--- src/hw/rtl/fdt_pkg.sv ---
// Shared types, constants and tables for the fixed-point to decimal text block.
`timescale 1ns / 1ps

package fdt_pkg;

    localparam int INT_W       = 31;
    localparam int FRAC_BITS   = 20;
    localparam int FD_W        = 3;
    localparam int CHAR_W      = 7;

    localparam int STORE_DEPTH = 16;
    localparam int STORE_AW    = 4;
    localparam int DIGIT_W     = 4;
    localparam int CNT_W       = 5;

    localparam int Q_DEPTH     = 2;
    localparam int Q_AW        = 1;
    localparam int Q_CW        = 2;

    localparam int VAL_W       = 32;
    localparam int PROD_W      = 64;
    localparam int POW_W       = 24;

    // floor(v / 10) == (v * RECIP) >> RECIP_SHIFT for every 32-bit v
    localparam logic [VAL_W-1:0] RECIP       = 32'hCCCC_CCCD;
    localparam int               RECIP_SHIFT = 35;
    localparam int               TEN         = 10;

    localparam logic [CHAR_W-1:0] CHAR_ZERO = 7'h30;
    localparam logic [CHAR_W-1:0] CHAR_NINE = 7'h39;
    localparam logic [CHAR_W-1:0] CHAR_DOT  = 7'h2E;

    typedef struct packed {
        logic [INT_W-1:0]     integer_part;
        logic [FRAC_BITS-1:0] fraction_part;
    } fdt_in_t;

    typedef struct packed {
        logic [CHAR_W-1:0] character;
        logic              last;
    } fdt_out_t;

    // One classified number waiting for the back end
    typedef struct packed {
        logic [INT_W-1:0]     ipart;
        logic [FRAC_BITS-1:0] fpart;
        logic [FD_W-1:0]      fd;
        logic                 has_frac;
    } fdt_entry_t;

    typedef struct packed {
        logic full;
        logic not_empty;
    } fdt_qstat_t;

    function automatic logic [POW_W-1:0] pow10(input logic [FD_W-1:0] n);
        logic [POW_W-1:0] p;
        case (n)
            3'd0: p = 24'd1;
            3'd1: p = 24'd10;
            3'd2: p = 24'd100;
            3'd3: p = 24'd1000;
            3'd4: p = 24'd10000;
            3'd5: p = 24'd100000;
            3'd6: p = 24'd1000000;
            3'd7: p = 24'd10000000;
        endcase
        return p;
    endfunction

endpackage

--- src/hw/rtl/fixed_point_to_decimal_text.sv ---
// Top level of the fixed-point to decimal ASCII text converter.
//
//  channel   | handshake             | payload                         | transaction
//  ----------+-----------------------+---------------------------------+------------------
//  item      | item_valid/item_stall | fdt_in_t  (integer, Q0.20 frac) | one number in
//  char      | char_valid/char_stall | fdt_out_t (ASCII char, last)    | one character out
//  cfg       | cfg_valid/cfg_ready   | cfg_data  (fraction digits)     | register write
//
// Steps: each digit takes a reciprocal multiply step (S_MUL) and a quotient and remainder
//   step (S_DIV) in the shared divide-by-ten unit, which writes it to the digit store; the
//   stored digits are then emitted most significant first from S_EMIT. With fractions, the
//   point is sent from S_DOT before the fraction digits are extracted the same way.
// The two-entry queue takes new numbers while the back end is busy.
// Reset: asynchronous, clears control state; fraction digits reset to 2.
// A stalled char transaction holds the sequencer in S_EMIT or S_DOT; nothing is dropped.

`timescale 1ns / 1ps

module fixed_point_to_decimal_text
    import fdt_pkg::*;
#(
    parameter int INT_DIGITS      = 10,
    parameter int MAX_FRAC_DIGITS = 6
) (
    input  logic            clk,
    input  logic            rst_n,

    input  logic            item_valid,
    output logic            item_stall,
    input  fdt_in_t         item_data,

    output logic            char_valid,
    input  logic            char_stall,
    output fdt_out_t        char_data,

    input  logic            cfg_valid,
    output logic            cfg_ready,
    input  logic [FD_W-1:0] cfg_data
);

    fdt_entry_t entry;
    fdt_entry_t head;
    fdt_qstat_t qstat;
    logic       pop;

    // front: config register and classification of the incoming number
    fdt_front #(
        .MAX_FRAC_DIGITS (MAX_FRAC_DIGITS)
    ) u_front (
        .clk       (clk),
        .rst_n     (rst_n),
        .cfg_valid (cfg_valid),
        .cfg_ready (cfg_ready),
        .cfg_data  (cfg_data),
        .item_data (item_data),
        .entry     (entry)
    );

    // decouples acceptance from the digit sequencer
    fdt_queue u_queue (
        .clk      (clk),
        .rst_n    (rst_n),
        .wr_valid (item_valid),
        .wr_entry (entry),
        .pop      (pop),
        .head     (head),
        .qstat    (qstat)
    );

    assign item_stall = qstat.full;

    // back: digit extraction, digit store and character output register
    fdt_back #(
        .INT_DIGITS (INT_DIGITS)
    ) u_back (
        .clk        (clk),
        .rst_n      (rst_n),
        .head       (head),
        .qstat      (qstat),
        .pop        (pop),
        .char_valid (char_valid),
        .char_stall (char_stall),
        .char_data  (char_data)
    );

endmodule

--- src/hw/rtl/fdt_ram.sv ---
// Generic single-write, single-read RAM with registered read data.
`timescale 1ns / 1ps

module fdt_ram #(
    parameter int WIDTH = 4,
    parameter int DEPTH = 16
) (
    input  logic                     clk,
    input  logic                     we,
    input  logic [$clog2(DEPTH)-1:0] waddr,
    input  logic [WIDTH-1:0]         wdata,
    input  logic [$clog2(DEPTH)-1:0] raddr,
    output logic [WIDTH-1:0]         rdata
);

    logic [WIDTH-1:0] mem [DEPTH];

    always_ff @(posedge clk)
    begin
        if (we)
        begin
            mem[waddr] <= wdata;
        end
        rdata <= mem[raddr];
    end

endmodule

--- src/hw/rtl/fdt_queue.sv ---
// Two-entry queue between the front end and the back end.
`timescale 1ns / 1ps

module fdt_queue
    import fdt_pkg::*;
(
    input  logic       clk,
    input  logic       rst_n,
    input  logic       wr_valid,
    input  fdt_entry_t wr_entry,
    input  logic       pop,
    output fdt_entry_t head,
    output fdt_qstat_t qstat
);

    fdt_entry_t        entries_reg [Q_DEPTH];
    logic [Q_AW-1:0]   wr_ptr_reg;
    logic [Q_AW-1:0]   rd_ptr_reg;
    logic [Q_CW-1:0]   count_reg;
    logic              do_push;
    logic              do_pop;

    assign qstat.full      = (count_reg == Q_CW'(Q_DEPTH));
    assign qstat.not_empty = (count_reg != '0);
    assign do_push         = wr_valid && !qstat.full;
    assign do_pop          = pop && qstat.not_empty;
    assign head            = entries_reg[rd_ptr_reg];

    always_ff @(posedge clk or negedge rst_n)
    begin
        if (!rst_n)
        begin
            wr_ptr_reg <= '0;
            rd_ptr_reg <= '0;
            count_reg  <= '0;
        end
        else
        begin
            if (do_push)
            begin
                wr_ptr_reg <= wr_ptr_reg + 1'b1;
            end
            if (do_pop)
            begin
                rd_ptr_reg <= rd_ptr_reg + 1'b1;
            end
            if (do_push && !do_pop)
            begin
                count_reg <= count_reg + 1'b1;
            end
            else if (do_pop && !do_push)
            begin
                count_reg <= count_reg - 1'b1;
            end
        end
    end

    always_ff @(posedge clk)
    begin
        if (do_push)
        begin
            entries_reg[wr_ptr_reg] <= wr_entry;
        end
    end

endmodule

--- src/hw/rtl/fdt_front.sv ---
// Front end: fraction digit register, digit count clamp and item classification.
`timescale 1ns / 1ps

module fdt_front
    import fdt_pkg::*;
#(
    parameter int MAX_FRAC_DIGITS = 6
) (
    input  logic            clk,
    input  logic            rst_n,
    input  logic            cfg_valid,
    output logic            cfg_ready,
    input  logic [FD_W-1:0] cfg_data,
    input  fdt_in_t         item_data,
    output fdt_entry_t      entry
);

    logic [FD_W-1:0] fraction_digits_reg;
    logic [FD_W-1:0] fd_sat;

    assign cfg_ready = 1'b1;

    always_ff @(posedge clk or negedge rst_n)
    begin
        if (!rst_n)
        begin
            fraction_digits_reg <= FD_W'(2);
        end
        else if (cfg_valid && cfg_ready)
        begin
            fraction_digits_reg <= cfg_data;
        end
    end

    // clamp to the widest fraction this build prints
    assign fd_sat = (int'(fraction_digits_reg) > MAX_FRAC_DIGITS) ?
                    FD_W'(MAX_FRAC_DIGITS) : fraction_digits_reg;

    assign entry.ipart    = item_data.integer_part;
    assign entry.fpart    = item_data.fraction_part;
    assign entry.fd       = fd_sat;
    assign entry.has_frac = (fd_sat != '0);

endmodule

--- src/hw/rtl/fdt_back.sv ---
// Back end: digit extraction by reciprocal multiply, digit store and character output.
`timescale 1ns / 1ps

module fdt_back
    import fdt_pkg::*;
#(
    parameter int INT_DIGITS = 10
) (
    input  logic       clk,
    input  logic       rst_n,
    input  fdt_entry_t head,
    input  fdt_qstat_t qstat,
    output logic       pop,
    output logic       char_valid,
    input  logic       char_stall,
    output fdt_out_t   char_data
);

    localparam int INT_LIMIT = (INT_DIGITS < STORE_DEPTH) ? INT_DIGITS : STORE_DEPTH;
    localparam int Q_W       = PROD_W - RECIP_SHIFT;

    typedef enum logic [2:0] {
        S_IDLE,
        S_MUL,
        S_DIV,
        S_PREP,
        S_EMIT,
        S_FMUL,
        S_DOT
    } state_t;

    state_t                state_reg, state_next;
    logic [VAL_W-1:0]      v_reg, v_next;
    logic [PROD_W-1:0]     prod_reg, prod_next;
    logic [FRAC_BITS-1:0]  fpart_reg, fpart_next;
    logic [FD_W-1:0]       fd_reg, fd_next;
    logic                  has_frac_reg, has_frac_next;
    logic                  frac_phase_reg, frac_phase_next;
    logic [CNT_W-1:0]      k_reg, k_next;
    logic [CNT_W-1:0]      nz_reg, nz_next;
    logic [CNT_W-1:0]      digit_count_reg, digit_count_next;
    logic [STORE_AW-1:0]   idx_reg, idx_next;
    logic                  char_valid_reg, char_valid_next;
    fdt_out_t              char_data_reg, char_data_next;

    logic [Q_W-1:0]        q;
    logic [VAL_W-1:0]      q_ext;
    logic [VAL_W-1:0]      rem_full;
    logic [DIGIT_W-1:0]    digit;
    logic [CNT_W-1:0]      k_inc;
    logic [CNT_W-1:0]      limit;
    logic [CNT_W-1:0]      min_digits;
    logic [CNT_W-1:0]      nz_final;
    logic                  more;
    logic                  slot_free;
    logic                  we;
    logic [DIGIT_W-1:0]    rdata;

    fdt_ram #(
        .WIDTH (DIGIT_W),
        .DEPTH (STORE_DEPTH)
    ) u_store (
        .clk   (clk),
        .we    (we),
        .waddr (k_reg[STORE_AW-1:0]),
        .wdata (digit),
        .raddr (idx_next),
        .rdata (rdata)
    );

    // quotient and remainder of v_reg by ten, from the registered product
    assign q        = prod_reg[PROD_W-1:RECIP_SHIFT];
    assign q_ext    = VAL_W'(q);
    assign rem_full = v_reg - q_ext * VAL_W'(TEN);
    assign digit    = rem_full[DIGIT_W-1:0];

    assign k_inc      = k_reg + 1'b1;
    assign limit      = frac_phase_reg ? CNT_W'(fd_reg) : CNT_W'(INT_LIMIT);
    assign min_digits = frac_phase_reg ? CNT_W'(fd_reg) : CNT_W'(1);
    assign more       = (k_inc < limit) && ((q_ext != '0) || (k_inc < min_digits));
    assign nz_final   = (digit != '0) ? k_inc : nz_reg;
    assign slot_free  = !char_valid_reg || !char_stall;

    always_comb
    begin
        state_next       = state_reg;
        v_next           = v_reg;
        prod_next        = prod_reg;
        fpart_next       = fpart_reg;
        fd_next          = fd_reg;
        has_frac_next    = has_frac_reg;
        frac_phase_next  = frac_phase_reg;
        k_next           = k_reg;
        nz_next          = nz_reg;
        digit_count_next = digit_count_reg;
        idx_next         = idx_reg;
        char_valid_next  = char_valid_reg && char_stall;
        char_data_next   = char_data_reg;
        pop              = 1'b0;
        we               = 1'b0;

        unique case (state_reg)
            S_IDLE:
            begin
                if (qstat.not_empty)
                begin
                    pop             = 1'b1;
                    v_next          = VAL_W'(head.ipart);
                    fpart_next      = head.fpart;
                    fd_next         = head.fd;
                    has_frac_next   = head.has_frac;
                    frac_phase_next = 1'b0;
                    k_next          = '0;
                    nz_next         = '0;
                    state_next      = S_MUL;
                end
            end
            S_MUL:
            begin
                prod_next  = PROD_W'(v_reg) * PROD_W'(RECIP);
                state_next = S_DIV;
            end
            S_DIV:
            begin
                we     = 1'b1;
                v_next = q_ext;
                k_next = k_inc;
                if (digit != '0)
                begin
                    nz_next = k_inc;
                end
                if (more)
                begin
                    state_next = S_MUL;
                end
                else
                begin
                    if (frac_phase_reg)
                    begin
                        digit_count_next = k_inc;
                    end
                    else
                    begin
                        // drop leading zeros, keep at least one digit
                        digit_count_next = (nz_final == '0) ? CNT_W'(1) : nz_final;
                    end
                    state_next = S_PREP;
                end
            end
            S_PREP:
            begin
                idx_next   = STORE_AW'(digit_count_reg - 1'b1);
                state_next = S_EMIT;
            end
            S_EMIT:
            begin
                if (slot_free)
                begin
                    char_valid_next          = 1'b1;
                    char_data_next.character = CHAR_ZERO + CHAR_W'(rdata);
                    char_data_next.last      = (idx_reg == '0) &&
                                               (frac_phase_reg || !has_frac_reg);
                    if (idx_reg == '0)
                    begin
                        state_next = (!frac_phase_reg && has_frac_reg) ? S_FMUL : S_IDLE;
                    end
                    else
                    begin
                        idx_next = idx_reg - 1'b1;
                    end
                end
            end
            S_FMUL:
            begin
                prod_next  = PROD_W'(fpart_reg) * PROD_W'(pow10(fd_reg));
                state_next = S_DOT;
            end
            S_DOT:
            begin
                if (slot_free)
                begin
                    char_valid_next          = 1'b1;
                    char_data_next.character = CHAR_DOT;
                    char_data_next.last      = 1'b0;
                    v_next                   = VAL_W'(prod_reg >> FRAC_BITS);
                    frac_phase_next          = 1'b1;
                    k_next                   = '0;
                    nz_next                  = '0;
                    state_next               = S_MUL;
                end
            end
            default:
            begin
                state_next = S_IDLE;
            end
        endcase
    end

    always_ff @(posedge clk or negedge rst_n)
    begin
        if (!rst_n)
        begin
            state_reg       <= S_IDLE;
            char_valid_reg  <= 1'b0;
            digit_count_reg <= '0;
            frac_phase_reg  <= 1'b0;
            has_frac_reg    <= 1'b0;
            k_reg           <= '0;
            nz_reg          <= '0;
            idx_reg         <= '0;
        end
        else
        begin
            state_reg       <= state_next;
            char_valid_reg  <= char_valid_next;
            digit_count_reg <= digit_count_next;
            frac_phase_reg  <= frac_phase_next;
            has_frac_reg    <= has_frac_next;
            k_reg           <= k_next;
            nz_reg          <= nz_next;
            idx_reg         <= idx_next;
        end
    end

    always_ff @(posedge clk)
    begin
        v_reg         <= v_next;
        prod_reg      <= prod_next;
        fpart_reg     <= fpart_next;
        fd_reg        <= fd_next;
        char_data_reg <= char_data_next;
    end

    assign char_valid = char_valid_reg;
    assign char_data  = char_data_reg;

endmodule

--- config.mk ---
export PLATFORM = sky130hd
export DESIGN_NAME = fixed_point_to_decimal_text
export DESIGN_NICKNAME = d
export VERILOG_FILES = /design/src/hw/rtl/fdt_pkg.sv /design/src/hw/rtl/fixed_point_to_decimal_text.sv /design/src/hw/rtl/fdt_ram.sv /design/src/hw/rtl/fdt_queue.sv /design/src/hw/rtl/fdt_front.sv /design/src/hw/rtl/fdt_back.sv
export SDC_FILE = /design/constraint.sdc
export NUM_CORES = 2
export LEC_CHECK = 0
export BUFFER_PORTS_ARGS = -buffer_cell sky130_fd_sc_hd__clkbuf_2
export CAP_MARGIN = 20
export CORE_MARGIN = 5
export CORE_UTILIZATION = 43
export DETAILED_ROUTE_END_ITERATION = 16
export PLACE_DENSITY_LB_ADDON = 0.3
export SYNTH_ARGS = -nofsm -noshare
export SYNTH_HDL_FRONTEND = slang
export SYNTH_SLANG_ARGS = --single-unit
--- constraint.sdc ---
create_clock -name clk -period 7.3 [get_ports clk]
set_input_delay 1.825 -clock clk [delete_from_list [all_inputs] [get_ports clk]]
set_output_delay 1.825 -clock clk [all_outputs]
set_load 0.01 [all_outputs]
Yosys cells after proc, flatten, opt, wreduce, memory -nomap -nowiden. Memory sizes are Yosys's and may differ from the RTL's. A register that Yosys moved wholly into a read port is not among the register bits. Index checks and enable logic that the tools add are counted.

Word-level logic and storage cells: 128. RAM bits: 174. Memory bits (read-only): 168. Bits in registers: 158. Output and inout bits: 11. Memories: 3.

Order comparisons: 3. Multipliers: 3. Add/sub/neg operators: 9. Equal/unequal tests: 11. Multiplexer cells: 43. Reductions and logical operators: 37. Bitwise gates (word level): 1.

Memory list: (name not given) (depth 8, width 21, rd ports 1, clocked after Yosys merged registers in 1, wr ports 0, RTL line fdt_pkg.sv:58) `case (n)`; u_queue.entries_reg (depth 2, width 55, rd ports 1, clocked after Yosys merged registers in 0, wr ports 1, RTL line fdt_queue.sv:16) `fdt_entry_t entries_reg [Q_DEPTH];`; u_back.u_store.mem (depth 16, width 4, rd ports 1, clocked after Yosys merged registers in 1, wr ports 1, RTL line fdt_ram.sv:16) `logic [WIDTH-1:0] mem [DEPTH];`.

Operators with widths (count): $pmux W64 S2 (1); $pmux W32 S3 (1); $mul A32 B32 Y64 const B (1); $mux W32 (2); $mul A20 B24 Y44 (1); $reduce_bool A32 Y1 (1); $pmux W5 S3 (2); $mul A29 B3 Y3 const B (1); $mux W24 (1); $mux W3 (8); $pmux W3 S7 (1); $mux W4 (5); $mux W8 (2); $pmux W8 S2 (1); $mux W5 (3); $mux W1 (11); $reduce_bool A2 Y1 (5); $eq A3 B3 Y1 const B (3); $reduce_and A3 Y1 (3); $logic_and A1 B1 Y1 (8); $pmux W4 S2 (1); $sub A4 B1 Y4 const B (2); $add A6 B4 Y7 const A (1); $logic_not A1 Y1 (7); other kinds (25) (35).

Depth between registers and ports, before layout.
Depth after elaboration: 7. Gate-level depth with buffers: 27. Depth with buffers taken out: 26.

Cells and area by module. Synthesis repeated with hierarchy kept, for this count alone.

Cell total of the unflattened synthesis: 4154. Area, all modules: 44632.8 µm².

Modules (own cells, without submodules): fdt_back (cells each 3771, instances 1, area an instance 37106.8 µm²); fdt_queue (cells each 190, instances 1, area an instance 4334.2 µm²); fdt_ram (cells each 130, instances 1, area an instance 2666.3 µm²); fdt_front (cells each 63, instances 1, area an instance 525.5 µm²).

Worst setup path after synthesis. Ideal clock, no wire load.

Path type: flip-flop to flip-flop. From: register u_back.v_reg[10]. To: register u_back.prod_reg[62] (data pin). Period minus slack after synthesis: 6.772 ns. Stages on the path, launching flop included: 25. Setup slack: 0.528 ns. Data arrival time: 6.501 ns. Setup time: 0.270 ns. Cells stage by stage: edfxtp_1 -> ha_1 -> inv_1 -> fa_1 -> inv_1 -> fa_1 -> inv_1 -> fa_1 -> inv_1 -> fa_1 -> fa_1 -> fa_1 -> fa_1 -> ha_1 -> buf_2 -> nand2_1 -> nor4_1 -> a21oi_1 -> o31ai_1 -> a41o_1 -> a21oi_2 -> o31a_1 -> o21ai_0 -> o21a_1 -> nor3_1.

Longest elaborated chain between the ends: 2.

RTL lines: start, declared (RTL line fdt_back.sv:33) `logic [VAL_W-1:0] v_reg, v_next;`; start signal, assigned (RTL line fdt_back.sv:227) `v_reg <= v_next;`; $mul A32 B32 Y64 (RTL line fdt_back.sv:120) `prod_next = PROD_W'(v_reg) * PROD_W'(RECIP);`; $pmux W64 S2 (RTL line fdt_back.sv:102) `unique case (state_reg)`; end signal, assigned (RTL line fdt_back.sv:228) `prod_reg <= prod_next;`; end, declared (RTL line fdt_back.sv:34) `logic [PROD_W-1:0] prod_reg, prod_next;`.

Every way passes these cells. A chain may end at the register's enable or synchronous reset.

Final worst setup path.
From: register u_back.v_reg[16]. To: register u_back.prod_reg[57] (data pin).

Same word-level chain as after synthesis.

==> flow_metrics.env <==
export IMPL_rsz0062_at_grt="true"
export IMPL_grt_pass1_vias=31293
export IMPL_crit_type="reg -> reg"
export IMPL_final_cell_mix="inv_1, fa_1, ha_1"
export IMPL_slew_limit_headroom_pct=26.65
export IMPL_grt_max_degree=56
export IMPL_synth_distinct_cells=76
export IMPL_crit_path_start_kind="flip-flop"
export IMPL_synth_edf_count=279
export IMPL_dieArea_mm2=0.1087
export IMPL_endpoint_kind="flip-flop"
export IMPL_drtAntennaViolNets=0
export IMPL_required_ns=7.66
export IMPL_drc=0
export IMPL_diodes=0
export IMPL_antenna_found_initial=1
export IMPL_io_pins=70
export IMPL_largest_reg_flops=110
export IMPL_drive_gt1_share_pct=10.47
export IMPL_die_h_um=329.7
export IMPL_final_setup_tns_ns=0
export IMPL_syn_avg_cell_area_um2=10.62
export IMPL_nFillCells=9415
export IMPL_synth_area_mm2=0.04396
export IMPL_async_flop_share_pct=9.394
export IMPL_area_delta_synth_final_pct=11.76
export IMPL_synth_seq_cells=330
export IMPL_tightestPinTransition_ns=1.100
export IMPL_place_congestion=0.9403
export IMPL_hp_class="reg -> reg"
export IMPL_cts_made_buffers=44
export IMPL_ctsLongestPathBuffers=3
export IMPL_max_freq_mhz=140.0
export IMPL_clock_latency_ns=0.62
export IMPL_timing_final_crit_share_pct=97.85
export IMPL_final_common_cell="inv_1"
export IMPL_portBuffers=66
export IMPL_ys_warnings_count=0
export IMPL_firstDrtPassIters=7
export IMPL_cts_clk_slew_worst_paths_ns=0.06
export IMPL_synth_seq_area_share_pct=21.74
export IMPL_worstPathMaxFanout=6
export IMPL_place_detailed_hpwl_um=100800
export IMPL_slew_violations=0
export IMPL_finalSetupViolCount=0
export IMPL_drv_cap=0
export IMPL_skew_ns=0.03081
export IMPL_num_rows=117
export IMPL_ctsHtreeMaxLevel=2
export IMPL_cts_tree="done"
export IMPL_wl_per_cell_um=20.67
export IMPL_nets=5707
export IMPL_drt_iter0_markers=1735
export IMPL_start_util_pct=43.27
export IMPL_post_drt_via_cell_ratio=5.046
export IMPL_grt_pass1_wl_um=185100
export IMPL_cts_sinks=330
export IMPL_grt_util_all_layers_pct=22.37
export IMPL_routed_wl_um=119300
export IMPL_final_min_clock_period_ns=7.143
export IMPL_coreArea_mm2=0.1016
export IMPL_status="finished clean"
export IMPL_worstPathArrival_ns=7.50
export IMPL_syn_inst=4140
export IMPL_grt_overflow_total=0
export IMPL_fp_dieW_um=329.7
export IMPL_via_count=29123
export IMPL_hold_viol_final=0
export IMPL_ys_flop_type="edfxtp_1"
export IMPL_cts_root_buf="clkbuf_16"
==> cell type report <==
class	count	area (µm²)	share of cell area [%]
Clock buffer	56	1261	2.567
Clock inverter	26	264.0	0.5374
Inverter	1075	4035	8.214
Multi-Input combinational cell	2624	30150	61.38
Sequential cell	330	9567	19.47
Tap cell	1368	1712	3.484
Timing Repair Buffer	292	2135	4.345
==> metal layers <==
metal	GRT usage [%]	up-vias	share of wire (%)
li1	-	13448	-
met1	29.80	14722	42
met2	37.66	774	48
met3	4.279	179	6.3
met4	6.152	0	3.1
met5	0	-	0
==> cell families after synthesis <==
group	after synthesis	synth area share, %
adders and majority gates	1281	49.27
buffers and inverters	1187	10.20
and+or+nand+nor	728	8.346
AOI/OAI and AO/OA	409	5.935
DFF	330	21.74
muxes	129	3.020
xor gates and xnor gates	74	1.474
other	2	0.01709
==> worst max-delay path, cell delays in order, from the launching register on <==
cell and delay, ns:
edfxtp_1 0.49, ha_2 0.38, ha_1 0.28, fa_1 0.58, inv_1 0.08, fa_1 0.54, inv_1 0.05, fa_1 0.50
inv_1 0.06, fa_1 0.54, fa_1 0.43, fa_1 0.52, inv_1 0.05, ha_1 0.39, and3_4 0.24, nand3_1 0.11
a211o_1 0.31, a211o_1 0.37, a21oi_4 0.21, o21ai_4 0.11, a211oi_4 0.30, buf_4 0.16, a21boi_2 0.05, mux2i_1 0.12
==> per-stage QoR <==
| stage | std cells | util, % | area (µm²) | hold slack [ns] | worst slack, ns |
|---|---|---|---|---|---|
| floorplan | 4141 | - | 43960 | 0.4502 | 0.5283 |
| global placement | 5653 | 46.33 | 47070 | 0.4615 | -0.03665 |
| detailed placement | 5654 | 46.36 | 47100 | 0.4698 | -0.1370 |
| CTS | 5739 | 47.88 | 48650 | 0.4842 | 0.002168 |
| global route | 5771 | 48.35 | 49120 | 0.5143 | -0.1101 |
| finish | 5771 | 48.35 | 49120 | 0.4819 | 0.1570 |
==> cells in the mapped netlist, drive strengths merged (3+ instances only) <==
cell type | number | area share (%)
a21oi | 154 | 1.8
o31ai | 8 | 0.14
dfrtp | 30 | 1.7
xnor2 | 47 | 0.94
or3 | 6 | 0.085
inv | 1075 | 9.2
a211oi | 38 | 0.68
and2 | 208 | 3.0
o21bai | 13 | 0.22
a311oi | 3 | 0.060
nor2b | 44 | 0.63
mux2i | 100 | 2.3
a21o | 44 | 0.75
a211o | 6 | 0.12
or4 | 7 | 0.12
nor2 | 96 | 0.82
nand2 | 244 | 2.1
nand2b | 19 | 0.27
nor3 | 25 | 0.30
xor2 | 27 | 0.54
o211ai | 11 | 0.19
o21ai | 71 | 0.82
dfxtp | 20 | 0.91
o31a | 3 | 0.060
a21boi | 3 | 0.060
buf | 18 | 0.21
nor3b | 3 | 0.051
clkbuf | 94 | 0.81
mux2 | 29 | 0.74
fa | 750 | 34
nor4 | 11 | 0.16
a41oi | 7 | 0.16
ha | 531 | 15
a31oi | 8 | 0.11
or2 | 3 | 0.043
a31o | 4 | 0.080
and3 | 10 | 0.14
edfxtp | 279 | 19
nand4 | 18 | 0.26
o21a | 14 | 0.24
nand3 | 28 | 0.32
==> worst paths after layout <==
check / startpoint / end / slack [ns] / cells after the start
worst max-delay path: u_back.v_reg[16]$_DFFE_PP_ / u_back.prod_reg[57]$_SDFFCE_PP0P_ / 0.16 / 23
min in group asynchronous: rst_n / u_queue.count_reg[1]$_DFFE_PN0P_ / 1.32 / 1
worst max register to register: u_back.v_reg[16]$_DFFE_PP_ / u_back.prod_reg[57]$_SDFFCE_PP0P_ / 0.16 / 23
max in group asynchronous: rst_n / u_queue.rd_ptr_reg$_DFFE_PN0P_ / 5.37 / 1
worst min register to register: u_back.has_frac_reg$_DFFE_PN0P_ / u_back.has_frac_reg$_DFFE_PN0P_ / 0.48 / 2
worst min-delay path: u_back.has_frac_reg$_DFFE_PN0P_ / u_back.has_frac_reg$_DFFE_PN0P_ / 0.48 / 2
==> what timing repair did <==
action / CTS / global route
gates resized for setup: 1 / 46
setup buffers: 3 / 32
hold buffers: 0 / 0
pin swaps: 0 / 16
endpoints found under the setup margin: 3 / 35
Power is left out: the tool's default activity adds up to more than one toggle a clock period on the data nets, which glitch-free logic cannot reach.
